## src/design/slt_pkg.sv

```systemverilog
package slt_pkg;

  localparam int CAPACITY = 16;
  localparam int SLOT_W   = $clog2(CAPACITY);
  localparam int CNT_W    = SLOT_W + 1;
  localparam int VAL_W    = 32;

  localparam logic [CNT_W-1:0] NIL = '1;

  typedef enum logic [1:0] {
    CMD_INS = 2'd0,
    CMD_DEL = 2'd1,
    CMD_RD  = 2'd2,
    CMD_CLR = 2'd3
  } cmd_t;

  typedef enum logic [1:0] {
    ST_OK       = 2'd0,
    ST_FULL     = 2'd1,
    ST_NOTFOUND = 2'd2,
    ST_RANGE    = 2'd3
  } status_t;

endpackage

```

## src/design/sorted_linked_list_table.sv

```systemverilog
// Read and clear go straight to the finish state; insert walks the list, one link step a cycle;
// delete adds a search and compaction of one slot a cycle, then re-inserts every kept value.
// Throughput: one command at a time, set by the single compare and link-walk unit.
// A finished result may wait in the output register while the next command is taken.
// Reset: synchronous, active high; table empty (head -1, count 0), no result pending.
module sorted_linked_list_table (
  input  logic                                clk,
  input  logic                                rst,
  input  logic                                in_valid,
  output logic                                in_stall,
  input  slt_pkg::cmd_t                       cmd,
  input  logic signed [slt_pkg::VAL_W-1:0]    value,
  input  logic        [slt_pkg::SLOT_W-1:0]   index,
  output logic                                out_valid,
  input  logic                                out_stall,
  output slt_pkg::status_t                    status,
  output logic signed [slt_pkg::CNT_W-1:0]    link,
  output logic signed [slt_pkg::CNT_W-1:0]    head,
  output logic        [slt_pkg::CNT_W-1:0]    count
);
  import slt_pkg::*;

  typedef enum logic [6:0] {
    S_IDLE   = 7'b0000001,
    S_SEARCH = 7'b0000010,
    S_SHIFT  = 7'b0000100,
    S_LOAD   = 7'b0001000,
    S_WALK   = 7'b0010000,
    S_FIX    = 7'b0100000,
    S_FINISH = 7'b1000000
  } state_t;

  logic signed [VAL_W-1:0] values [CAPACITY];
  logic [CNT_W-1:0]        links  [CAPACITY];

  state_t                  state, state_next;
  cmd_t                    op, op_next;
  status_t                 res, res_next;
  logic signed [VAL_W-1:0] arg, arg_next;
  logic [SLOT_W-1:0]       sel, sel_next;
  logic [CNT_W-1:0]        cur, cur_next;
  logic [CNT_W-1:0]        prev, prev_next;
  logic [CNT_W-1:0]        ptr, ptr_next;
  logic [CNT_W-1:0]        total, total_next;
  logic [CNT_W-1:0]        head_slot, head_slot_next;
  logic [CNT_W-1:0]        fill, fill_next;

  logic [SLOT_W-1:0]       rd_addr;
  logic signed [VAL_W-1:0] rd_val;
  logic [CNT_W-1:0]        rd_lnk;
  logic                    val_we, lnk_we, ld_out;
  logic [SLOT_W-1:0]       val_wa, lnk_wa;
  logic signed [VAL_W-1:0] val_wd;
  logic [CNT_W-1:0]        lnk_wd;
  logic [CNT_W-1:0]        fill_inc;
  logic                    more;

  always_comb begin
    unique case (state)
      S_WALK:   rd_addr = cur[SLOT_W-1:0];
      S_SEARCH: rd_addr = ptr[SLOT_W-1:0];
      S_SHIFT:  rd_addr = ptr[SLOT_W-1:0] + SLOT_W'(1);
      S_LOAD:   rd_addr = fill[SLOT_W-1:0];
      default:  rd_addr = sel;
    endcase
  end

  assign rd_val   = values[rd_addr];
  assign rd_lnk   = links[rd_addr];
  assign fill_inc = fill + CNT_W'(1);
  assign more     = (op == CMD_DEL) && (fill_inc < total);

  always_comb begin
    state_next     = state;
    op_next        = op;
    res_next       = res;
    arg_next       = arg;
    sel_next       = sel;
    cur_next       = cur;
    prev_next      = prev;
    ptr_next       = ptr;
    total_next     = total;
    head_slot_next = head_slot;
    fill_next      = fill;
    val_we         = 1'b0;
    val_wa         = fill[SLOT_W-1:0];
    val_wd         = arg;
    lnk_we         = 1'b0;
    lnk_wa         = fill[SLOT_W-1:0];
    lnk_wd         = cur;
    ld_out         = 1'b0;
    in_stall       = (state != S_IDLE);

    unique case (state)
      S_IDLE: begin
        if (in_valid) begin
          op_next  = cmd;
          sel_next = index;
          arg_next = value;
          res_next = ST_OK;
          ptr_next = '0;
          unique case (cmd)
            CMD_INS: begin
              if (fill == CNT_W'(CAPACITY)) begin
                res_next   = ST_FULL;
                state_next = S_FINISH;
              end else begin
                cur_next   = head_slot;
                prev_next  = NIL;
                state_next = S_WALK;
              end
            end
            CMD_DEL: begin
              if (fill == '0) begin
                res_next   = ST_NOTFOUND;
                state_next = S_FINISH;
              end else begin
                state_next = S_SEARCH;
              end
            end
            CMD_RD: state_next = S_FINISH;
            CMD_CLR: begin
              head_slot_next = NIL;
              fill_next      = '0;
              state_next     = S_FINISH;
            end
          endcase
        end
      end
      S_SEARCH: begin
        if (rd_val == arg) begin
          total_next = fill - CNT_W'(1);
          state_next = S_SHIFT;
        end else begin
          ptr_next = ptr + CNT_W'(1);
          if (ptr + CNT_W'(1) == fill) begin
            res_next   = ST_NOTFOUND;
            state_next = S_FINISH;
          end
        end
      end
      S_SHIFT: begin
        if (ptr == total) begin
          head_slot_next = NIL;
          fill_next      = '0;
          state_next     = (total == '0) ? S_FINISH : S_LOAD;
        end else begin
          val_we   = 1'b1;
          val_wa   = ptr[SLOT_W-1:0];
          val_wd   = rd_val;
          ptr_next = ptr + CNT_W'(1);
        end
      end
      S_LOAD: begin
        arg_next   = rd_val;
        cur_next   = head_slot;
        prev_next  = NIL;
        state_next = S_WALK;
      end
      S_WALK: begin
        if (cur[CNT_W-1] || (arg < rd_val)) begin
          val_we = 1'b1;
          lnk_we = 1'b1;
          if (prev[CNT_W-1]) begin
            head_slot_next = {1'b0, fill[SLOT_W-1:0]};
            fill_next      = fill_inc;
            state_next     = more ? S_LOAD : S_FINISH;
          end else begin
            state_next = S_FIX;
          end
        end else begin
          prev_next = cur;
          cur_next  = rd_lnk;
        end
      end
      S_FIX: begin
        lnk_we     = 1'b1;
        lnk_wa     = prev[SLOT_W-1:0];
        lnk_wd     = {1'b0, fill[SLOT_W-1:0]};
        fill_next  = fill_inc;
        state_next = more ? S_LOAD : S_FINISH;
      end
      S_FINISH: begin
        if (!out_valid || !out_stall) begin
          ld_out     = 1'b1;
          state_next = S_IDLE;
        end
      end
      default: state_next = S_IDLE;
    endcase
  end

  always_ff @(posedge clk) begin
    if (rst) begin
      state     <= S_IDLE;
      head_slot <= NIL;
      fill      <= '0;
    end else begin
      state     <= state_next;
      head_slot <= head_slot_next;
      fill      <= fill_next;
    end
  end

  always_ff @(posedge clk) begin
    op    <= op_next;
    res   <= res_next;
    arg   <= arg_next;
    sel   <= sel_next;
    cur   <= cur_next;
    prev  <= prev_next;
    ptr   <= ptr_next;
    total <= total_next;
    if (val_we) begin
      values[val_wa] <= val_wd;
    end
    if (lnk_we) begin
      links[lnk_wa] <= lnk_wd;
    end
  end

  // hold the word until taken
  always_ff @(posedge clk) begin
    if (rst) begin
      out_valid <= 1'b0;
    end else if (ld_out) begin
      out_valid <= 1'b1;
    end else if (!out_stall) begin
      out_valid <= 1'b0;
    end
  end

  always_ff @(posedge clk) begin
    if (ld_out) begin
      count <= fill;
      head  <= head_slot;
      if ({1'b0, sel} < fill) begin
        link   <= rd_lnk;
        status <= res;
      end else begin
        link   <= NIL;
        status <= (op == CMD_RD) ? ST_RANGE : res;
      end
    end
  end

endmodule

```

## config.mk

```make
export PLATFORM = sky130hd
export DESIGN_NAME = sorted_linked_list_table
export DESIGN_NICKNAME = d
export VERILOG_FILES = /design/src/design/slt_pkg.sv /design/src/design/sorted_linked_list_table.sv
export SDC_FILE = /design/constraint.sdc
export NUM_CORES = 1
export LEC_CHECK = 0
export ABC_AREA = 1
export BUFFER_PORTS_ARGS = -buffer_cell sky130_fd_sc_hd__buf_2
export CAP_MARGIN = 10
export CORE_MARGIN = 1
export CORE_UTILIZATION = 45
export DETAILED_ROUTE_END_ITERATION = 8
export PLACE_DENSITY = 0.59
export SETUP_SLACK_MARGIN = 0.1
export SLEW_MARGIN = 20
export SYNTH_ARGS = -nofsm -noshare
export SYNTH_HDL_FRONTEND = slang
export SYNTH_SLANG_ARGS = --single-unit
```

## constraint.sdc

```tcl
create_clock -name clk -period 7 [get_ports clk]
set_input_delay 1.4 -clock clk [delete_from_list [all_inputs] [get_ports clk]]
set_output_delay 1.4 -clock clk [all_outputs]
set_load 0.02 [all_outputs]
```

Word-level counts from Yosys, hierarchy flattened
Memories as Yosys holds them, arrays and structs flattened.
Index checks and enable logic that the tools add are counted.
Word-level totals
  RAM bits: 592
  output and inout bits: 19
  memories: 2
  bits in registers: 95
  word-level logic and storage cells: 149
Memory list
  values: depth 16, bits a word 32, rd ports 1, clocked after memory_dff 0, write ports 1, line sorted_linked_list_table.sv:33  | logic signed [VAL_W-1:0] values [CAPACITY];
  links: depth 16, bits a word 5, rd ports 1, clocked after memory_dff 0, write ports 1, line sorted_linked_list_table.sv:34  | logic [CNT_W-1:0] links [CAPACITY];
Operators by class
  order comparisons: 3
  muxes and demuxes: 69
  add/sub/neg operators: 4
  reductions and logical operators: 24
  eq/ne operators: 31
Operators by type and width (number)
  2-to-1 mux 5 bit: 22
  2-to-1 mux 32 bit: 3
  2-to-1 mux 7 bit: 11
  case mux 32 bit (2 select lines): 1
  case mux 5 bit (3 select lines): 4
  case mux 7 bit (7 select lines): 1
  equality test 32 bit: 1
  < comparator 32 bit: 1
  case mux 7 bit (3 select lines): 1
  != test 2 bit (second input constant): 10
  case mux 5 bit (4 select lines): 1
  case mux 4 bit (4 select lines): 1
  2-to-1 mux 2 bit: 6
  2-to-1 mux 4 bit: 3
  AND reduction 6 bit: 2
  2-to-1 mux 1 bit: 11
  adder 5 x 1 -> 5 bit (second input constant): 2
  equality test 5 bit: 2
  zero test 5 bit: 2
  AND reduction 5 bit: 2
  nonzero test 3 bit: 3
  case mux 2 bit (2 select lines): 2
  AND reduction 4 bit: 2
  equality test 7 x 1 -> 1 bit (second input constant): 1
  25 further kinds: 36

Logic depth before layout (Yosys ltp)
An unclocked memory read counts as a cell.
  depth after elaboration: 9
  gate-level depth with buffers: 36
  mapped depth without buffers: 34

Least setup slack after synthesis
OpenSTA, ideal clock, no wires.
  kind: register to register
  from: reg ptr[0]
  to: mem values[10][0] (enable)
  slack: 1.993 ns
  buffers on the path: 2
  cell stages (with the launch flop): 30
  required time: 6.579 ns
  period minus slack after synthesis: 5.007 ns
  library setup time: 0.421 ns
  arrival: 4.586 ns
  cells stage by stage: edfxtp_1 ha_1 xor2_1 inv_1 o21ai_1 nor2_1 nand2_1 o21ai_1 inv_2 buf_2 buf_2 nand3_1 nand3_1 nand2_1 inv_1 ha_1 nand2_1 nor2_1 nand4_1 inv_1 nand2_1 nor2_1 nand2_1 nand2_1 nand2_1 nand3_1 nand2_1 nand2_1 nand3b_1 nor2_1
Between the ends
  longest elaborated chain between the ends: 9
  elaborated cells on any way between the ends: 13
RTL lines
  start: declaration: line sorted_linked_list_table.sv:43  | logic [CNT_W-1:0] ptr, ptr_next;
  start signal: assignment: line sorted_linked_list_table.sv:212  | ptr <= ptr_next;
  adder 4 x 1 -> 4 bit: line sorted_linked_list_table.sv:62  | S_SHIFT: rd_addr = ptr[SLOT_W-1:0] + SLOT_W'(1);
  case mux 4 bit (4 select lines): line sorted_linked_list_table.sv:59  | unique case (state)
  memory read (16 x 32 bit)
  < comparator 32 bit: line sorted_linked_list_table.sv:161  | if (cur[CNT_W-1] || (arg < rd_val)) begin
  logical OR 1 bit: line sorted_linked_list_table.sv:161
  2-to-1 mux 1 bit: line sorted_linked_list_table.sv:161
  case mux 1 bit (2 select lines): line sorted_linked_list_table.sv:94  | unique case (state)
  2-to-1 mux 1 bit: line sorted_linked_list_table.sv:214  | if (val_we) begin
  2-to-1 mux 1 bit (implied by the code): line sorted_linked_list_table.sv:215  | values[val_wa] <= val_wd;
  end: declaration: line sorted_linked_list_table.sv:33
Parallel ways exist; a longest one is shown, timed or not.

Final worst setup path
  from: reg state[1]
  to: mem values[13][11] (enable)
Between the ends
  longest elaborated chain between the ends: 9
  elaborated cells on any way between the ends: 13
RTL lines
  start: declaration: line sorted_linked_list_table.sv:36  | state_t state, state_next;
  start signal: assignment: line sorted_linked_list_table.sv:199  | state <= state_next;
  equality test 7 x 4 -> 1 bit (tied with other cells): line sorted_linked_list_table.sv:59
  case mux 4 bit (4 select lines): line sorted_linked_list_table.sv:59
  memory read (16 x 32 bit)
  < comparator 32 bit: line sorted_linked_list_table.sv:161
  logical OR 1 bit: line sorted_linked_list_table.sv:161
  2-to-1 mux 1 bit: line sorted_linked_list_table.sv:161
  case mux 1 bit (2 select lines): line sorted_linked_list_table.sv:94
  2-to-1 mux 1 bit: line sorted_linked_list_table.sv:214
  2-to-1 mux 1 bit (implied by the code): line sorted_linked_list_table.sv:215
Parallel ways exist; a longest one is shown, timed or not.

==> flow_summary.rst <==
.. list-table::
   :header-rows: 1

   * - Metric
     - Value
   * - H-tree depth
     - 3
   * - Number of placement rows
     - 97
   * - Wirelength, routed
     - 87100 um
   * - Count of max-cap constraint violations
     - 0
   * - Number of buffers created by CTS
     - 75
   * - Average footprint of a synthesized cell
     - 10.4 um2
   * - Power per Cell Area
     - about 400 nW/um2
   * - Endpoint of the worst hold-timing path
     - out_valid$_SDFFE_PP0P_
   * - RSZ-0062 raised after global routing
     - false
   * - Slowest cell on the critical path
     - sky130_fd_sc_hd__inv_2
   * - Height of the die
     - 269 um
   * - Worst R2R Path Depth
     - 31
   * - Non-Filler Instances
     - 4099
   * - Post-route clock period utilization
     - 91.8%
   * - Ports
     - 61
   * - Capturing element type of the critical path
     - flop
   * - Insertion delay to the later sink of the worst-skew pair
     - ~0.62 ns
   * - Max incr delay on CP
     - 0.64 ns
   * - Normalized max-slew margin
     - between 30% and 40%
   * - # clock sinks
     - 687
   * - Post-synthesis sequential area ratio
     - a little under two thirds
   * - Slew at the pin closest to its max-slew limit
     - 0.982 ns
   * - Total GRT Usage
     - 24.6%
   * - Drc violations
     - 0
   * - Pin count of the biggest net entering global routing
     - between 150 and 200
   * - Final min period
     - 6.42 ns
   * - Total power
     - 13.9 mW
   * - Wire length of the first global-routing pass
     - 134000 um
   * - FF+latch area
     - between 20000 and 25000 um2
   * - Register bit count reported by yosys
     - about 690
   * - HP Class
     - reg -> reg
   * - Post-DP HPWL
     - 51500 um
   * - Top achievable clock speed
     - 0.156 GHz
   * - Input/output buffers
     - 60
   * - Initial antenna violation count
     - 0
   * - CTS clk-pin slew, worst paths
     - 0.06 ns
   * - Endpoints failing hold
     - 0
   * - ANT cells
     - 0
   * - Gate Count Post-Synth
     - ~3.1k
   * - Reg2reg end
     - values[13][11]$_DFFE_PP_
   * - TritonCTS clock tree
     - built
   * - Total via count in the routed design
     - roughly 23k
   * - Gp weighted congestion
     - 0.853
   * - Critical setup path kind
     - reg -> reg
   * - Share of final-layout standard cells stronger than drive strength 1
     - 9.91%
   * - Number of detailed-route iterations in the first pass
     - 8
   * - Area occupied by multi-input gates
     - 9380 um2
   * - Total of fill cells in the finished design
     - 6350
   * - Fin util
     - 51.0%
   * - Core Footprint
     - 70100 um2
   * - Initial Util
     - 45.6%
   * - Hold-critical path depth
     - 2
   * - Final worst clock skew
     - 0.0163 ns
   * - Critical path launch point type
     - flop
   * - GRT Residual Overflow
     - 0
   * - Maximum ir drop on the vdd rail
     - 0.000206 V
   * - Root Driver
     - sky130_fd_sc_hd__clkbuf_16
   * - # placed instances
     - 3963
   * - Critical Path RT
     - about 7.2 ns
   * - Netlist Area Pre-Place
     - ~32000 um2
   * - Synthesized Nets
     - 3153
   * - Number of setup violations in the final report
     - 0
   * - Worst-case hold slack
     - 0.476 ns
   * - Number of distinct library cells after synthesis
     - 42
   * - Hold_sp
     - out_valid$_SDFFE_PP0P_
   * - Number of design-rule violations left by the first detailed-router iteration
     - 2062
   * - Worst flop-to-flop path startpoint
     - state[1]$_SDFFE_PP0P_
   * - Via count of the first global-routing pass
     - 22.5k
   * - Total of warnings raised by yosys
     - 0
   * - Number of nets still failing antenna checks after routing
     - 0
   * - Deepest clock path buffer count
     - 3
   * - Post-route setup TNS
     - 0 ns
   * - Crit path top cell by count
     - sky130_fd_sc_hd__nand2_1
   * - Status
     - finished, final reports clean
   * - Overall die area
     - 72200 um2
   * - Routed vias/inst
     - 5.50
   * - Wirelength per Cell
     - 21.3 um
   * - Worst R2R Setup Slack
     - about 0.58 ns
   * - Area delta synth->final
     - 11.8%
   * - Leakage power figure
     - ~14 nW
   * - Post CTS Setup Buffer Count
     - 0
   * - Floorplan die width
     - 269 um
   * - Final count of pins violating max slew
     - 0
   * - Highest net fanout along the worst path
     - 32
   * - Number of nets in the layout
     - roughly 3.2k
   * - Data arrival time at the worst-slack endpoint
     - between 6 and 7 ns
## critical path: cells and delay by family, from the launching register on
family,cells,cell delay (ns)
flip-flops,1,0.36
buffers and inverters,5,1.75
AND/OR/NAND/NOR,22,2.87
AO/OA/AOI/OAI,3,0.57
adder cells (fa/ha/maj),1,0.40
## synthesized netlist by cell type (all sizes together)
master / number / area share [%]
a211oi: 1 / 0.023
a21oi: 29 / 0.48
a22oi: 1 / 0.023
a31oi: 1 / 0.020
and2: 1 / 0.020
buf: 150 / 2.7
clkbuf: 26 / 0.31
clkinv: 3 / 0.035
dfxtp: 18 / 1.1
edfxtp: 669 / 63
ha: 42 / 1.6
inv: 377 / 4.4
nand2: 715 / 8.5
nand3: 646 / 10
nand3b: 188 / 4.4
nand4: 16 / 0.31
nor2: 93 / 1.3
nor3: 5 / 0.078
nor3b: 1 / 0.023
nor4: 3 / 0.078
o2111ai: 1 / 0.027
o21a: 3 / 0.070
o21ai: 30 / 0.48
o21bai: 2 / 0.047
o221ai: 1 / 0.027
o22ai: 3 / 0.059
or2: 30 / 0.59
xnor2: 3 / 0.082
xor2: 11 / 0.30
## final cells by class
| cell class | instances | area share (%) |
|---|---|---|
| clock buffers | 91 | 5.53 |
| repair buffers | 130 | 2.87 |
| flip-flops and latches | 687 | 57.2 |
| clock inverters | 45 | 0.965 |
| inverters | 380 | 3.99 |
| well taps | 940 | 3.29 |
| multi-input cells | 1826 | 26.2 |
## routing by layer
| layer | vias up | global-route usage, % | routed length (um) |
|---|---|---|---|
| met2 | 720 | 41.7 | 43000 |
| met3 | 182 | 2.91 | 4620 |
| met4 | 0 | 9.31 | 2770 |
| met1 | 11120 | 32.4 | 36700 |
| li1 | 10525 | - | - |
| met5 | - | 0 | 0 |
## registers in the layout (all words and copies together), names as in the netlist
register and count:
arg 32, head_slot 5, out_valid 1, status 2
head 5, res 2, op 2, sel 4
cur 5, state 7, links 80, prev 5
values 512, link 5, count 5, fill 5
ptr 5, total 5
## report_power, final
part	internal [mW]	switching, mW
Combinational	1.47	3.59
Sequential	4.96	0.133
Clock	2.17	1.60
## metrics by stage
step	setup slack, ns	cell area (um2)
2_1_floorplan	1.99	32000
3_3_place_gp	0.536	33400
3_5_place_dp	0.452	33400
4_1_cts	0.389	35800
5_1_grt	0.194	35800
6_report	0.575	35800
## kinds of logic (layout without fill, tap and decap cells)
group,Yosys count,in the layout,synth area share (%)
and+or+nand+nor,1698,1698,25.4
DFF,687,687,63.9
buffers and inverters,556,646,7.43
AOI/OAI and AO/OA,72,72,1.26
adders and majority gates,42,42,1.64
xor gates and xnor gates,14,14,0.383
## placed cells by master (no fill, tap or decap), types with 17 or more instances in the layout
master	synthesis	routed
sky130_fd_sc_hd__nor2_1	84	68
sky130_fd_sc_hd__nand2_1	711	711
sky130_fd_sc_hd__clkbuf_16	0	77
sky130_fd_sc_hd__buf_2	111	60
sky130_fd_sc_hd__a21oi_1	27	24
sky130_fd_sc_hd__clkinv_2	0	17
sky130_fd_sc_hd__inv_1	371	369
sky130_fd_sc_hd__clkinv_1	3	20
sky130_fd_sc_hd__o21ai_0	22	21
sky130_fd_sc_hd__dfxtp_1	18	18
sky130_fd_sc_hd__nor2_4	3	20
sky130_fd_sc_hd__ha_1	42	42
sky130_fd_sc_hd__or2_2	30	30
sky130_fd_sc_hd__nand3b_1	188	188
sky130_fd_sc_hd__buf_4	24	54
sky130_fd_sc_hd__edfxtp_1	669	669
sky130_fd_sc_hd__nand3_1	646	646
## repair_timing
item,CTS,global route
resized for setup,0,1
hold buffers,0,0
endpoints found under the setup margin,0,10
## worst max path at each step
| stage | start | endpoint | slack, ns | depth (start not counted) |
|---|---|---|---|---|
| 3_3_place_gp | state[4]$_SDFFE_PP0P_ | cur[4]$_DFFE_PP_ | 0.54 | 26 |
| 4_1_cts | state[6]$_SDFFE_PP0P_ | prev[1]$_SDFFCE_PP1P_ | 0.39 | 26 |
| 3_5_place_dp | state[1]$_SDFFE_PP0P_ | cur[3]$_DFFE_PP_ | 0.45 | 26 |
| 6_report | state[1]$_SDFFE_PP0P_ | values[13][11]$_DFFE_PP_ | 0.58 | 31 |
| 2_1_floorplan | ptr[0]$_SDFFCE_PN0P_ | values[10][0]$_DFFE_PP_ | 1.99 | 29 |
| 5_1_grt | state[6]$_SDFFE_PP0P_ | values[13][11]$_DFFE_PP_ | 0.19 | 31 |
No activity file was read; power rests on OpenSTA's default activity.
